## src/hw/rtl/qpht_pkg.sv

```systemverilog
// shared widths, request and slot status codes for the quadratic probe hash table
// no dependencies
`timescale 1ns / 1ps

package qpht_pkg;

    localparam int SW  = 9;   // table size and slot arithmetic width
    localparam int KW  = 31;  // key width
    localparam int VW  = 32;  // value width
    localparam int STW = 2;   // slot status width

    localparam int          CAPACITY_DEF   = 256;
    localparam logic [SW-1:0] TABLE_SIZE_RST = SW'(256);

    // remainder unit: dividend padded to a multiple of the bits per cycle
    localparam int MOD_DVD_W = 32;
    localparam int MOD_BPC   = 4;
    localparam int MOD_CYC   = MOD_DVD_W / MOD_BPC;

    localparam logic [1:0] KIND_LOOKUP = 2'd0;
    localparam logic [1:0] KIND_INSERT = 2'd1;
    localparam logic [1:0] KIND_DELETE = 2'd2;

    localparam logic [STW-1:0] SLOT_NEVER   = 2'd0;
    localparam logic [STW-1:0] SLOT_CLEARED = 2'd1;
    localparam logic [STW-1:0] SLOT_LIVE    = 2'd2;

endpackage

```

## src/hw/rtl/qpht_mod.sv

```systemverilog
// key modulo table size, restoring remainder, four dividend bits per cycle
// depends on qpht_pkg
`timescale 1ns / 1ps

module qpht_mod (
    input  logic                  i_clk,
    input  logic                  i_rst_n,
    input  logic                  i_start,
    input  logic [qpht_pkg::KW-1:0] i_dividend,
    input  logic [qpht_pkg::SW-1:0] i_divisor,
    output logic                  o_done,
    output logic [qpht_pkg::SW-1:0] o_rem
);
    import qpht_pkg::*;

    localparam int CW = $clog2(MOD_CYC);

    logic                 r_busy;
    logic                 r_done;
    logic [CW-1:0]        r_cnt;
    logic [MOD_DVD_W-1:0] r_dvd;
    logic [SW-1:0]        r_div;
    logic [SW-1:0]        r_rem;

    logic [MOD_DVD_W-1:0] n_dvd;
    logic [SW-1:0]        n_rem;

    // one remainder step per dividend bit, msb first
    always_comb begin
        logic [SW:0] t;
        n_dvd = r_dvd;
        n_rem = r_rem;
        for (int b = 0; b < MOD_BPC; b++) begin
            t     = {n_rem, n_dvd[MOD_DVD_W-1]};
            n_dvd = {n_dvd[MOD_DVD_W-2:0], 1'b0};
            if (t >= {1'b0, r_div}) begin
                t = t - {1'b0, r_div};
            end
            n_rem = t[SW-1:0];
        end
    end

    always_ff @(posedge i_clk) begin
        if (!i_rst_n) begin
            r_busy <= 1'b0;
            r_done <= 1'b0;
            r_cnt  <= '0;
        end else begin
            r_done <= 1'b0;
            if (i_start) begin
                r_busy <= 1'b1;
                r_cnt  <= '0;
            end else if (r_busy) begin
                r_cnt <= r_cnt + CW'(1);
                if (r_cnt == CW'(MOD_CYC - 1)) begin
                    r_busy <= 1'b0;
                    r_done <= 1'b1;
                end
            end
        end
    end

    always_ff @(posedge i_clk) begin
        if (i_start) begin
            r_dvd <= MOD_DVD_W'(i_dividend);
            r_div <= i_divisor;
            r_rem <= '0;
        end else if (r_busy) begin
            r_dvd <= n_dvd;
            r_rem <= n_rem;
        end
    end

    assign o_done = r_done;
    assign o_rem  = r_rem;

endmodule

```

## config.mk

```make
export PLATFORM = sky130hd
export DESIGN_NAME = qpht_mod
export DESIGN_NICKNAME = d
export VERILOG_FILES = /design/src/hw/rtl/qpht_pkg.sv /design/src/hw/rtl/qpht_mod.sv
export SDC_FILE = /design/constraint.sdc
export NUM_CORES = 1
export LEC_CHECK = 0
export ABC_AREA = 1
export BUFFER_PORTS_ARGS = -buffer_cell sky130_fd_sc_hd__buf_2
export CAP_MARGIN = 20
export CORE_MARGIN = 10
export CORE_UTILIZATION = 30
export DETAILED_ROUTE_END_ITERATION = 8
export PLACE_DENSITY_LB_ADDON = 0.08
export SKIP_LAST_GASP = 1
export SYNTH_ARGS = -nofsm -noshare
export SYNTH_HDL_FRONTEND = slang
export SYNTH_SLANG_ARGS = --single-unit
```

## constraint.sdc

```tcl
create_clock -name i_clk -period 7.59 [get_ports i_clk]
set_input_delay 0.759 -clock i_clk [delete_from_list [all_inputs] [get_ports i_clk]]
set_output_delay 0.759 -clock i_clk [all_outputs]
set_load 0.1 [all_outputs]
```

==> out/qor.csv <==
metric,value,unit
status,"finished, final reports clean",
grt.overflow.total,0,
ys_warn_count,0,
max-clock-path-buffers,2,
relSlewSlack,39.1,%
cp.arrival,7.15,ns
critPathMaxStageDelay,0.46,ns
skew,0.00343,ns
clk_latency,0.29,ns
cpMaxStageDelayCell,edfxtp_1,
syn-cell-area,4350,um^2
drc,0,
drive_gt1_share,18.7,%
grt_pass1_vias,3642,
yosysTopAreaCell,edfxtp_1,
crit_buf_inv,8,
fmax,0.144,GHz
die_area,19700,um^2
drtPass1Iterations,5,
htreeDepth,2,
synthArstFlopShare,0,%
cp_common_cell,nand2_1,
rsz0062_at_grt,false,
fin_tns_setup,0,ns
areaGrowthSynthToFinish,18.8,%
register_area,1500,um^2
core_area,14000,um^2
path_delay_family,simple AND/OR/NAND/NOR gates,
cap_violations,0,
end_kind,flop,
hold_class,flop to flop,
synth_ff_type,edfxtp_1,
synth_edf_count,40,
period_needed,6.96,ns
netlist_instances,577,
synth_area_leaders,"edfxtp_1, nand2_1, ha_1",
ys_seq_area_share,34.5,%
dpl_worst_slack,0.399,ns
antenna_cells,0,
drv_slew,0,
start_util,31.0,%
grt_max_degree,44,
wl,12100,um
clkTransAtPathRegs,0.07,ns
synth.avg_cell_area,7.54,um^2
ys_types,41,
grt_usage,11.9,%
gp_congestion,0.905,
n_fill_cell,1444,
cts_made_buffers,5,
chipWidth,140,um
numClockSinks,55,
synth.most_common_cell,nand2_1,
fin_nets,730,
die_y,140,um
antenna_left,0,
cp.required,7.78,ns
vias,3777,
wl_per_cell,14.7,um
io_buffer_count,52,
ys_top_cells_by_count,"nand2_1, inv_1, edfxtp_1",
vias_per_cell,4.57,
synth_nets,662,
multi_input_area,2520,um^2
drtIter0Drc,250,
tightest_slew,0.909,ns
hold_viol,0,
dp_hpwl,10000,um
synth_top_cell_area_share,27.6,%
cts_root_buf,clkbuf_16,
cts_tree,built,
setup_slack,0.633,ns
setup_violations,0,
ys_ff_latch,55,
path_max_fanout,13,
post-route-period-util,91.7,%
startpoint_type,flop,
grt_first_pass_wirelength,19100,um
critPathKind,flop to flop,
row_count,43,
num_io_pins,53,
antenna_found_initial,0,
==> worst paths after layout <==
| kind | startpoint | endpoint | slack [ns] | cells past startpoint |
|---|---|---|---|---|
| worst max-delay path | r_div[1]$_DFFE_PP_ | o_rem[4]$_SDFFE_PP0P_ | 0.63 | 40 |
| worst max register to register | r_div[1]$_DFFE_PP_ | o_rem[4]$_SDFFE_PP0P_ | 0.63 | 40 |
| worst min register to register | r_dvd[27]$_DFFE_PP_ | r_dvd[31]$_SDFFE_PP0P_ | 0.46 | 2 |
| worst min-delay path | r_dvd[27]$_DFFE_PP_ | r_dvd[31]$_SDFFE_PP0P_ | 0.46 | 2 |
==> logic make-up (layout without fill, tap and decap cells) <==
| kind of cell | Yosys count | in the layout | synth area share (%) |
|---|---|---|---|
| AOI/OAI and AO/OA | 53 | 53 | 7.25 |
| adders and majority gates | 42 | 42 | 12.8 |
| buffers and inverters | 92 | 161 | 8.20 |
| DFF | 55 | 55 | 34.5 |
| and+or+nand+nor | 310 | 310 | 32.2 |
| xor gates and xnor gates | 25 | 25 | 5.04 |
==> worst register-to-register path: cells and delay by family, from the launching register on <==
kind | cells | cell delay, ns
flip-flops | 1 | 0.46
adder cells (fa/ha/maj) | 4 | 1.40
buffers and inverters | 8 | 0.74
AO/OA/AOI/OAI | 10 | 2.05
AND/OR/NAND/NOR | 18 | 2.22
==> state kept, by name, summed over array words and instances, names as in the netlist <==
name,flops
r_dvd,32
o_done,1
r_busy,1
o_rem,9
r_cnt,3
r_div,9
==> area by class of cell <==
cell class	instances	share of cell area (%)
Multi-Input combinational cell	430	48.9
Clock buffer	5	2.42
Inverter	82	6.13
Sequential cell	55	29.1
Tap cell	180	4.36
Timing Repair Buffer	71	7.80
Clock inverter	3	1.38
==> cell usage in the layout, fill, tap and decap left out, types with 3 or more instances in the layout <==
master / count
fa_1: 4
edfxtp_1: 40
a21oi_1: 23
nand3_1: 29
nand2_4: 7
o21ai_1: 6
ha_1: 37
buf_2: 52
o21ai_2: 7
dfxtp_1: 15
nor2_1: 16
nand4_1: 8
nand3_4: 3
inv_1: 78
nand2_1: 225
o21ai_0: 5
clkbuf_16: 5
xor2_1: 15
buf_4: 19
nor3_1: 4
nand2_2: 6
xnor2_1: 10
==> layer usage <==
metal / track usage (%) / wire [um]
met4: 1.85 / 63
met1: 17.1 / 6140
met5: 0 / 0
met2: 18.3 / 5320
met3: 2.33 / 585
==> metrics by stage <==
stage / cells / cell area (um^2) / utilization [%] / hold WS, ns
after floorplan: 577 / 4350 / - / 0.422
after global placement: 810 / 4870 / 34.7 / 0.453
after detailed placement: 810 / 4870 / 34.7 / 0.462
after CTS: 818 / 5070 / 36.1 / 0.474
after global routing: 826 / 5170 / 36.8 / 0.486
final: 826 / 5170 / 36.8 / 0.465
==> repair_timing <==
item | 4_1_cts | 5_1_grt
hold endpoints to repair | 0 | 0
buffers inserted | 0 | 8
hold buffers | 0 | 0
gates resized for setup | 0 | 12
endpoints found under the setup margin | 0 | 9
Power is left out: the tool's default activity adds up to more than one toggle a clock period on the data nets, which glitch-free logic cannot reach.
